<file path="src/sv/mts_pkg.sv">
// Shared types, codes and tables of the mash tun process sequencer.
package mts_pkg;

  localparam int TEMP_W       = 10;
  localparam int TIME_W       = 16;
  localparam int TEMP_BITS_DF = 10;
  localparam logic [7:0] STEP_RESET  = 8'd100;
  localparam logic [7:0] SPI_STATUS  = 8'hFF;
  localparam logic [3:0] MOTOR_HOME  = 4'd0;
  localparam logic [3:0] MOTOR_FIRST = 4'd1;
  localparam logic [3:0] MOTOR_LAST  = 4'd8;

  typedef enum logic [1:0] {
    REQ_CTRL  = 2'd0,
    REQ_MOTOR = 2'd1,
    REQ_SPI   = 2'd2
  } req_t;

  typedef enum logic [1:0] {
    LV_EMPTY     = 2'd0,
    LV_NOT_EMPTY = 2'd1,
    LV_FULL      = 2'd2
  } level_t;

  typedef enum logic [2:0] {
    PH_WAIT     = 3'd0,
    PH_FILL     = 3'd1,
    PH_BELOW    = 3'd2,
    PH_AT       = 3'd3,
    PH_FINISHED = 3'd5
  } phase_t;

  typedef struct packed {
    logic [1:0]               req_type;
    logic                     low_sensor_wet;
    logic                     high_sensor_wet;
    logic [TEMP_W-1:0]        temp_sample;
    logic [7:0]               spi_flag;
    logic signed [TIME_W-1:0] spi_time;
    logic [TEMP_W-1:0]        spi_temp;
  } in_item_t;

  typedef struct packed {
    logic [1:0]               level_code;
    logic                     stirrer_on;
    logic                     heater_on;
    logic [3:0]               coil_pattern;
    logic [2:0]               phase_code;
    logic signed [TIME_W-1:0] time_left;
    logic [TEMP_W-1:0]        temp_now;
    logic                     reply_valid;
  } out_item_t;

  // Control state that moves between the step logic and the top level.
  typedef struct packed {
    level_t                   level;
    logic                     stir;
    logic                     heater;
    phase_t                   phase;
    logic [3:0]               motor_phase;
    logic [3:0]               coil;
    logic signed [TIME_W-1:0] time_left;
  } ctl_state_t;

  // Half-step coil drive: init, A, AB, B, BC, C, CD, D, DA.
  function automatic logic [3:0] coil_of(input logic [3:0] ph);
    logic [3:0] c;
    unique case (ph)
      4'd0:    c = 4'd0;
      4'd1:    c = 4'd1;
      4'd2:    c = 4'd3;
      4'd3:    c = 4'd2;
      4'd4:    c = 4'd6;
      4'd5:    c = 4'd4;
      4'd6:    c = 4'd12;
      4'd7:    c = 4'd8;
      4'd8:    c = 4'd9;
      default: c = 4'd0;
    endcase
    return c;
  endfunction

endpackage

</file>
<file path="src/sv/mts_step.sv">
// Next-state logic of the sequencer for one item.
module mts_step #(
  parameter int TW = mts_pkg::TEMP_W
) (
  input  mts_pkg::in_item_t   item,
  input  mts_pkg::ctl_state_t st,
  input  logic [TW-1:0]       cap_temp,
  input  logic [TW-1:0]       set_temp,
  input  logic [7:0]          step_dec,
  output mts_pkg::ctl_state_t st_next,
  output logic [TW-1:0]       cap_temp_next,
  output logic [TW-1:0]       set_temp_next,
  output logic                reply
);

  logic signed [mts_pkg::TIME_W:0]   diff;
  logic signed [mts_pkg::TIME_W-1:0] dec_time;
  logic                              dec_done;
  logic                              time_pos;
  mts_pkg::level_t                   lvl;
  logic                              stir;

  // Countdown with saturation at the most negative value.
  always_comb begin
    diff = $signed({st.time_left[mts_pkg::TIME_W-1], st.time_left})
         - $signed({9'd0, step_dec});
    if (diff[mts_pkg::TIME_W] && !diff[mts_pkg::TIME_W-1]) begin
      dec_time = {1'b1, {(mts_pkg::TIME_W-1){1'b0}}};
    end else begin
      dec_time = diff[mts_pkg::TIME_W-1:0];
    end
    dec_done = dec_time[mts_pkg::TIME_W-1] || (dec_time == '0);
    time_pos = !st.time_left[mts_pkg::TIME_W-1] && (st.time_left != '0);
  end

  always_comb begin
    if (!item.low_sensor_wet) begin
      lvl = mts_pkg::LV_EMPTY;
    end else if (item.high_sensor_wet) begin
      lvl = mts_pkg::LV_FULL;
    end else begin
      lvl = mts_pkg::LV_NOT_EMPTY;
    end
    priority if (!st.stir && lvl == mts_pkg::LV_NOT_EMPTY) begin
      stir = 1'b1;
    end else if (st.stir && lvl == mts_pkg::LV_EMPTY) begin
      stir = 1'b0;
    end else begin
      stir = st.stir;
    end
  end

  always_comb begin
    st_next       = st;
    cap_temp_next = cap_temp;
    set_temp_next = set_temp;
    reply         = 1'b0;
    unique case (item.req_type)
      mts_pkg::REQ_CTRL: begin
        st_next.level = lvl;
        st_next.stir  = stir;
        unique case (st.phase)
          mts_pkg::PH_WAIT: begin
            cap_temp_next = item.temp_sample[TW-1:0];
            if (set_temp != '0 && time_pos) st_next.phase = mts_pkg::PH_FILL;
          end
          mts_pkg::PH_FILL: begin
            cap_temp_next = item.temp_sample[TW-1:0];
            if (lvl == mts_pkg::LV_FULL) st_next.phase = mts_pkg::PH_AT;
          end
          mts_pkg::PH_AT: begin
            cap_temp_next     = item.temp_sample[TW-1:0];
            st_next.time_left = dec_time;
            priority if (dec_done) begin
              st_next.phase = mts_pkg::PH_FINISHED;
            end else if (item.temp_sample[TW-1:0] < set_temp) begin
              st_next.phase = mts_pkg::PH_BELOW;
            end else begin
              st_next.phase = mts_pkg::PH_AT;
            end
          end
          mts_pkg::PH_BELOW: begin
            cap_temp_next     = item.temp_sample[TW-1:0];
            st_next.time_left = dec_time;
            priority if (dec_done) begin
              st_next.phase = mts_pkg::PH_FINISHED;
            end else if (item.temp_sample[TW-1:0] >= set_temp) begin
              st_next.phase = mts_pkg::PH_AT;
            end else begin
              st_next.phase = mts_pkg::PH_BELOW;
            end
          end
          mts_pkg::PH_FINISHED: begin
            set_temp_next = '0;
            st_next.phase = mts_pkg::PH_WAIT;
          end
          default: ;
        endcase
        // heater follows the new phase; wait keeps it
        priority if (st_next.phase == mts_pkg::PH_BELOW) begin
          st_next.heater = 1'b1;
        end else if (st_next.phase == mts_pkg::PH_FILL || st_next.phase == mts_pkg::PH_AT
                     || st_next.phase == mts_pkg::PH_FINISHED) begin
          st_next.heater = 1'b0;
        end else begin
          st_next.heater = st.heater;
        end
      end
      mts_pkg::REQ_MOTOR: begin
        priority if (st.motor_phase > mts_pkg::MOTOR_LAST) begin
          st_next.coil        = 4'd0;
          st_next.motor_phase = mts_pkg::MOTOR_HOME;
        end else if (st.motor_phase == mts_pkg::MOTOR_HOME) begin
          st_next.coil        = mts_pkg::coil_of(st.motor_phase);
          st_next.motor_phase = mts_pkg::MOTOR_FIRST;
        end else if (st.stir) begin
          st_next.coil        = mts_pkg::coil_of(st.motor_phase);
          st_next.motor_phase = (st.motor_phase == mts_pkg::MOTOR_LAST)
                              ? mts_pkg::MOTOR_FIRST : st.motor_phase + 4'd1;
        end else begin
          st_next.coil = mts_pkg::coil_of(st.motor_phase);
        end
      end
      mts_pkg::REQ_SPI: begin
        if (item.spi_flag == mts_pkg::SPI_STATUS) begin
          reply = 1'b1;
        end else begin
          st_next.time_left = item.spi_time;
          set_temp_next     = item.spi_temp[TW-1:0];
        end
      end
      default: ;
    endcase
  end

endmodule

</file>
<file path="src/sv/mash_tun_process_sequencer.sv">
// Mash tun process sequencer: one item in, one result out, one item per clock cycle
// sustained while results are taken. Each item passes an input register and a result
// register, entering the result register once it is free; state updates are done by
// combinational next-state logic between the two. A result that is not taken holds
// the result register, and one more item can wait in the input register.
module mash_tun_process_sequencer #(
  parameter int TEMP_BITS = mts_pkg::TEMP_BITS_DF
) (
  input  logic               clk,
  input  logic               rst,
  input  logic               step_we,
  input  logic [7:0]         step_decrement,
  input  logic               in_valid,
  output logic               in_ready,
  input  mts_pkg::in_item_t  in_item,
  output logic               out_valid,
  input  logic               out_ready,
  output mts_pkg::out_item_t out_item
);

  localparam int TW = (TEMP_BITS < mts_pkg::TEMP_W) ? TEMP_BITS : mts_pkg::TEMP_W;

  logic [7:0]          step_reg;
  logic                stage_valid;
  mts_pkg::in_item_t   stage_item;
  logic                move;
  mts_pkg::ctl_state_t st;
  mts_pkg::ctl_state_t st_next;
  logic [TW-1:0]       cap_temp;
  logic [TW-1:0]       cap_temp_next;
  logic [TW-1:0]       set_temp;
  logic [TW-1:0]       set_temp_next;
  logic                reply;

  assign move     = stage_valid && (!out_valid || out_ready);
  assign in_ready = !stage_valid || move;

  always_ff @(posedge clk) begin
    if (rst) begin
      step_reg <= mts_pkg::STEP_RESET;
    end else if (step_we) begin
      step_reg <= step_decrement;
    end
  end

  always_ff @(posedge clk) begin
    if (rst) begin
      stage_valid <= 1'b0;
    end else if (in_ready) begin
      stage_valid <= in_valid;
    end
  end

  always_ff @(posedge clk) begin
    if (in_valid && in_ready) stage_item <= in_item;
  end

  mts_step #(.TW(TW)) u_step (
    .item          (stage_item),
    .st            (st),
    .cap_temp      (cap_temp),
    .set_temp      (set_temp),
    .step_dec      (step_reg),
    .st_next       (st_next),
    .cap_temp_next (cap_temp_next),
    .set_temp_next (set_temp_next),
    .reply         (reply)
  );

  always_ff @(posedge clk) begin
    if (rst) begin
      st <= '{level: mts_pkg::LV_EMPTY, stir: 1'b0, heater: 1'b0,
              phase: mts_pkg::PH_WAIT, motor_phase: mts_pkg::MOTOR_HOME,
              coil: 4'd0, time_left: '0};
      cap_temp  <= '0;
      set_temp  <= '0;
      out_valid <= 1'b0;
    end else begin
      if (move) begin
        st       <= st_next;
        cap_temp <= cap_temp_next;
        set_temp <= set_temp_next;
      end
      if (move) begin
        out_valid <= 1'b1;
      end else if (out_ready) begin
        out_valid <= 1'b0;
      end
    end
  end

  always_ff @(posedge clk) begin
    if (move) begin
      out_item.level_code   <= st_next.level;
      out_item.stirrer_on   <= st_next.stir;
      out_item.heater_on    <= st_next.heater;
      out_item.coil_pattern <= st_next.coil;
      out_item.phase_code   <= st_next.phase;
      out_item.time_left    <= st_next.time_left;
      out_item.temp_now     <= mts_pkg::TEMP_W'(cap_temp_next);
      out_item.reply_valid  <= reply;
    end
  end

  a_stall_cause: assert property (@(posedge clk) disable iff (rst)
    !in_ready |-> stage_valid && out_valid && !out_ready)
    else $error("input stalled without a held result");

  a_heater_below: assert property (@(posedge clk) disable iff (rst)
    out_valid && out_item.phase_code == mts_pkg::PH_BELOW |-> out_item.heater_on)
    else $error("heater off while below temperature");

  a_heater_off: assert property (@(posedge clk) disable iff (rst)
    out_valid && (out_item.phase_code == mts_pkg::PH_FILL
                  || out_item.phase_code == mts_pkg::PH_AT
                  || out_item.phase_code == mts_pkg::PH_FINISHED)
    |-> !out_item.heater_on)
    else $error("heater on outside below temperature");

  a_stir_empty: assert property (@(posedge clk) disable iff (rst)
    out_valid && out_item.level_code == mts_pkg::LV_EMPTY |-> !out_item.stirrer_on)
    else $error("stirrer on with empty vessel");

endmodule
</file>
<file path="config.mk">
export PLATFORM = sky130hd
export DESIGN_NAME = mash_tun_process_sequencer
export DESIGN_NICKNAME = d
export VERILOG_FILES = /design/src/sv/mts_pkg.sv /design/src/sv/mts_step.sv /design/src/sv/mash_tun_process_sequencer.sv
export SDC_FILE = /design/constraint.sdc
export NUM_CORES = 1
export LEC_CHECK = 0
export ABC_AREA = 1
export BUFFER_PORTS_ARGS = -buffer_cell sky130_fd_sc_hd__buf_4
export CORE_UTILIZATION = 55
export CTS_BUF_LIST = sky130_fd_sc_hd__clkbuf_16
export DETAILED_ROUTE_END_ITERATION = 7
export PLACE_DENSITY_LB_ADDON = 0.25
export SLEW_MARGIN = 20
export SYNTH_ARGS = -nofsm -noshare
export SYNTH_HDL_FRONTEND = slang
export SYNTH_HIERARCHICAL = 1
export SYNTH_SLANG_ARGS = --single-unit
</file>
<file path="constraint.sdc">
create_clock -name clk -period 7.9 [get_ports clk]
set_clock_uncertainty 0.2 [all_clocks]
set_input_delay 1.185 -clock clk [delete_from_list [all_inputs] [get_ports clk]]
set_output_delay 1.185 -clock clk [all_outputs]
set_load 0.05 [all_outputs]
</file>
# Yosys cells after proc, flatten, opt, wreduce, memory -nomap -nowiden
# Memory sizes are Yosys's and may differ from the RTL's. A register that Yosys moved wholly into a read port is not among the register bits.
# Cells that the tools add are included.
[op_classes]
n_addsub = 2
n_reduce_logical = 31
n_eq_ne = 16
order_cmp = 3
mux = 39
[ops]
columns = ["cell", "count"]
rows = [
  ["16-bit two-way mux", 3],
  ["10-bit two-way mux", 4],
  ["4-bit two-way mux", 10],
  ["16-bit one-hot mux with 2 select lines", 1],
  ["10-bit one-hot mux with 2 select lines", 1],
  ["16-bit by 9-bit subtractor with 17-bit output", 1],
  ["16-bit logical NOT", 1],
  ["8-bit two-way mux", 2],
  ["16-bit nonzero test", 1],
  ["3-bit two-way mux", 5],
  ["3-bit one-hot mux with 5 select lines", 1],
  ["3-bit by 2-bit equality test with 1-bit output (second input constant)", 4],
  ["10-bit greater-or-equal comparator", 1],
  ["10-bit < comparator", 1],
  ["10-bit nonzero test", 1],
  ["1-bit two-way mux", 9],
  ["8-bit equality test (second input constant)", 1],
  ["1-bit logical AND", 7],
  ["7-bit two-way mux", 1],
  ["3-bit by 1-bit equality test with 1-bit output (second input constant)", 2],
  ["3-bit equality test (second input constant)", 2],
  ["1-bit logical NOT", 5],
  ["1-bit logical OR", 5],
  ["4-bit by 1-bit adder with 4-bit output (second input constant)", 1],
  ["15 further kinds", 21],
]
[totals]
n_memories = 3
output_inout_bits = 40
register_bits = 147
word_cells = 121
rom_bits = 192
input_bits = 61
[memory_table]
columns = ["memory", "depth", "width", "read_ports", "rd_ports_with_merged_regs", "write_ports", "line_no", "text"]
rows = [
  ["(no name shown)", 16, 4, 1, 1, 0, "mts_pkg.sv:68", "unique case (ph)"],
  ["(no name shown)", 16, 4, 1, 1, 0, "mts_pkg.sv:68", ""],
  ["(no name shown)", 16, 4, 1, 1, 0, "mts_pkg.sv:68", ""],
]

# Depth between registers and ports, before layout
[logic_depth]
ltp_word = 15
depth_mapped = 26
depth_no_buf = 26

# Modules after synthesis
# The synthesis kept the hierarchy.
[by_module_without_submodules]
columns = ["module", "area_per_inst_um2", "seq_area_each_um2", "instances", "cells_each"]
rows = [
  ["mash_tun_process_sequencer", 5227.5, 3803.6, 1, 468],
  ["mts_step", 2630.0, 0.0, 1, 488],
]

# Worst setup path before layout
# No wires, ideal clock.
[synth_timing]
path_kind = "input-to-reg"
from = "input out_ready"
to = "register out_item[0] in the netlist's numbering (enable)"
cell_stages = 2
n_path_buf = 0
setup_time_ns = 0.446
t_arrival_ns = 3.114
slack_ns = 4.140
path_cell_list = "inv_1 -> a21oi_1"
[synth_between]
elab_chain_cells = 2
[synth_lines]
columns = ["item", "line_no", "text"]
rows = [
  ["start: declaration", "mash_tun_process_sequencer.sv:17", "input logic out_ready,"],
  ["1-bit logical OR", "mash_tun_process_sequencer.sv:35", "assign move = stage_valid && (!out_valid || out_ready);"],
  ["1-bit logical AND", "mash_tun_process_sequencer.sv:35", ""],
  ["net move", "mash_tun_process_sequencer.sv:26", "logic move;"],
  ["end: declaration", "mash_tun_process_sequencer.sv:18", "output mts_pkg::out_item_t out_item"],
]
# The timed path passes the listed nets, and every way through them passes these cells.
# A chain may end at the register's enable or synchronous reset.

==> metrics.yaml <==
status:
  status: "complete, no violations"
yosys:
  synth_top_family_by_area: "simple AND/OR/NAND/NOR gates"
  synthAdderAreaFrac_pct: 3.599
  syn_nets: 1039
  ys_ff_latch: 147
  synth-xor-area-share_pct: 0.6688
  synth_compound_area_share_pct: 12.48
  ys_seq_area_share_pct: 48.41
  synth-simple-area-share_pct: 22.95
  synth.avg_cell_area_sq_um: 8.219
  ys_types: 45
  yosys_warnings: 6
  synthMuxAreaShare_pct: 1.290
  netlist_instances: 956
  synth_area_sq_um: 7858
timing:
  tns_ps: 0
  max_freq_mhz: 308.9
  finalHoldViolCount: 0
  period_share_pct: 40.98
  setup_viol: 0
  slew_viol_final: 0
  min_period_ps: 3238
  max-slew-margin-rel_pct: 28.55
  rsz0062_at_grt: "no"
  tightest_slew_ps: 1072
cells_and_area:
  diodes: 0
  layout_commonest_cell: "nand2_1"
  layout.nets: 1121
  regMostFlops: "stage_item"
  area_growth_pct: 16.48
  drive_above_1_share_pct: 18.08
  layout_common_cells: "nand2_1 (171), inv_1 (149), buf_4 (107)"
  top_regs: "stage_item (48), out_item (38), st (31)"
  largest_register_ffs: 48
  fillers: 1170
clock_network:
  cts_tree: "done"
  cts_hold_buf: 0
  numClockSinks: 147
  cts_buffers: 17
  path_clk_slew_ps: 60
  postCtsSetupBuffers: 0
  post_cts_resize_count: 0
  clk-insertion-delay-late_ps: 430
  cts_root_buf: "clkbuf_16"
  htreeDepth: 4
  cts_buffer_depth: 2
detailed_routing:
  routedWlPerCell_um: 14.70
  vias: 6641
  first_pass_iters: 6
  drc: 0
  viasPerCell: 5.395
  drt_iter0_drc: 584
  wl_um: 18100
  ant_nets: 0
global_routing:
  grtUsageTotal_pct: 26.02
  grt_pass1_wl_um: 29550
  grt_pass1_vias: 6074
  grt_max_degree: 104
  overflow: 0
  antenna_found_initial: 0
setup_path:
  startpoint_type: "register"
  crit_fanout: 22
  slowest_delay_ps: 420
  critical_path_class: "register to register"
  cp.arrival_ps: 3360
  cp_data_required_time_ps: 8020
  path_cells: "inv_1 -> ha_1 -> fa_1 -> inv_1 -> nand3_1 -> nand3_2 -> a21oi_2 -> nand2_1 -> nand2_2 -> nand3_4 -> o21ai_0 -> nand2_2 -> nor2_2 -> nand2_2 -> nand2_2 -> o21ai_1 -> nand3_1 -> nand2_1 -> inv_1 -> inv_1 -> nand3_1 -> nand2_1 -> nor2_1"
  critPathSlowestCell: "fa_1"
  critPathCaptureType: "register"
pwr:
  ir_drop_mv: 0.1609
  power.total_uw: 2002
  power_density_nw_per_um2: 218.7
  power_leakage_uw: 0.004065
floorplanning:
  ioPinCount: 101
  core_sq_um: 13930
  die_height_um: 121.5
  dieArea_sq_um: 14770
  row_count: 43
  die_w_um: 121.5
  start_util_pct: 56.39
run:
  drv_cap: 0
placement:
  dpl.hpwl_um: 11680
  routabilityCongestion: 0.8853
  io_buffer_count: 100
worst_hold_path:
  holdCritPathClass: "register to register"
## worst max-delay path: cells and delay by family, from the launching register on
family,cells,cell delay (ps)
compound gates,3,370
fa+ha+maj,2,640
buf+inv,4,260
flops,1,380
simple gates,14,1260
## per-stage QoR
| step | setup slack, ps | util [%] | instances | area, sq um | hold slack [ps] |
|---|---|---|---|---|---|
| after global routing | 4378 | 65.68 | 1231 | 9153 | 309.8 |
| after floorplan | 4140 | - | 956 | 7858 | 228.9 |
| after CTS | 4692 | 65.67 | 1231 | 9151 | 259.2 |
| final | 4662 | 65.68 | 1231 | 9153 | 254.0 |
| after global placement | 4767 | 62.00 | 1199 | 8640 | 241.9 |
| after detailed placement | 4745 | 62.04 | 1199 | 8645 | 244.7 |
## final timing paths
path,from,to,slack (ps),cells past startpoint
hold / removal,step_reg[5]$_SDFFE_PP1P_,step_reg[5]$_SDFFE_PP1P_,250,2
setup reg to reg,st[0]$_SDFFE_PP0P_,st[24]$_SDFFE_PP0P_,4660,23
hold reg to reg,step_reg[5]$_SDFFE_PP1P_,step_reg[5]$_SDFFE_PP1P_,250,2
setup / recovery,st[0]$_SDFFE_PP0P_,st[24]$_SDFFE_PP0P_,4660,23
## per-layer routing
layer,GRT usage [%],up-vias,part of all wire (%)
li1,-,3336,-
met2,41.76,242,47
met4,10.49,0,2.1
met3,5.122,30,6.2
met5,0,-,0
met1,34.48,3033,45
## cells in the mapped netlist, drive strengths merged
cell,instances,area share [%]
o31ai,4,0.38
o211ai,4,0.38
or2,1,0.080
o311ai,1,0.11
o221ai,12,1.3
nand3,96,6.5
edfxtp,86,33
nand4,11,0.88
ha,21,3.3
a22oi,3,0.29
fa,1,0.25
a21o,2,0.19
a21oi,83,5.5
nand3b,2,0.19
inv,153,7.3
nor2,99,5.0
o21a,1,0.096
nand2,187,9.7
a31oi,2,0.16
buf,28,2.5
xnor2,1,0.11
nor4,3,0.24
xor2,5,0.56
clkbuf,16,0.76
a311oi,1,0.11
a22o,1,0.11
o21ai,54,3.6
o22ai,1,0.080
dfxtp,61,16
nor3,6,0.38
o211a,1,0.13
mux2,9,1.3
## cell type report
class | count | area [sq um] | share of cell area (%)
Clock buffer | 17 | 425.4 | 4.648
Clock inverter | 15 | 81.33 | 0.8886
Inverter | 153 | 575.6 | 6.288
Multi-Input combinational cell | 612 | 3237 | 35.37
Sequential cell | 147 | 3805 | 41.57
Tap cell | 180 | 225.2 | 2.461
Timing Repair Buffer | 107 | 803.3 | 8.776
## logic make-up after synthesis
kind of cell	after synthesis
and+or+nand+nor	405
xor gates and xnor gates	6
DFF	147
buffers and inverters	197
AOI/OAI and AO/OA	170
adders and majority gates	22
muxes	9
## where the power goes
group | internal (uW) | switching, uW
clock network | 392 | 307
logic | 142 | 263
registers | 867 | 32.3
(Power assumes the default switching activity.)
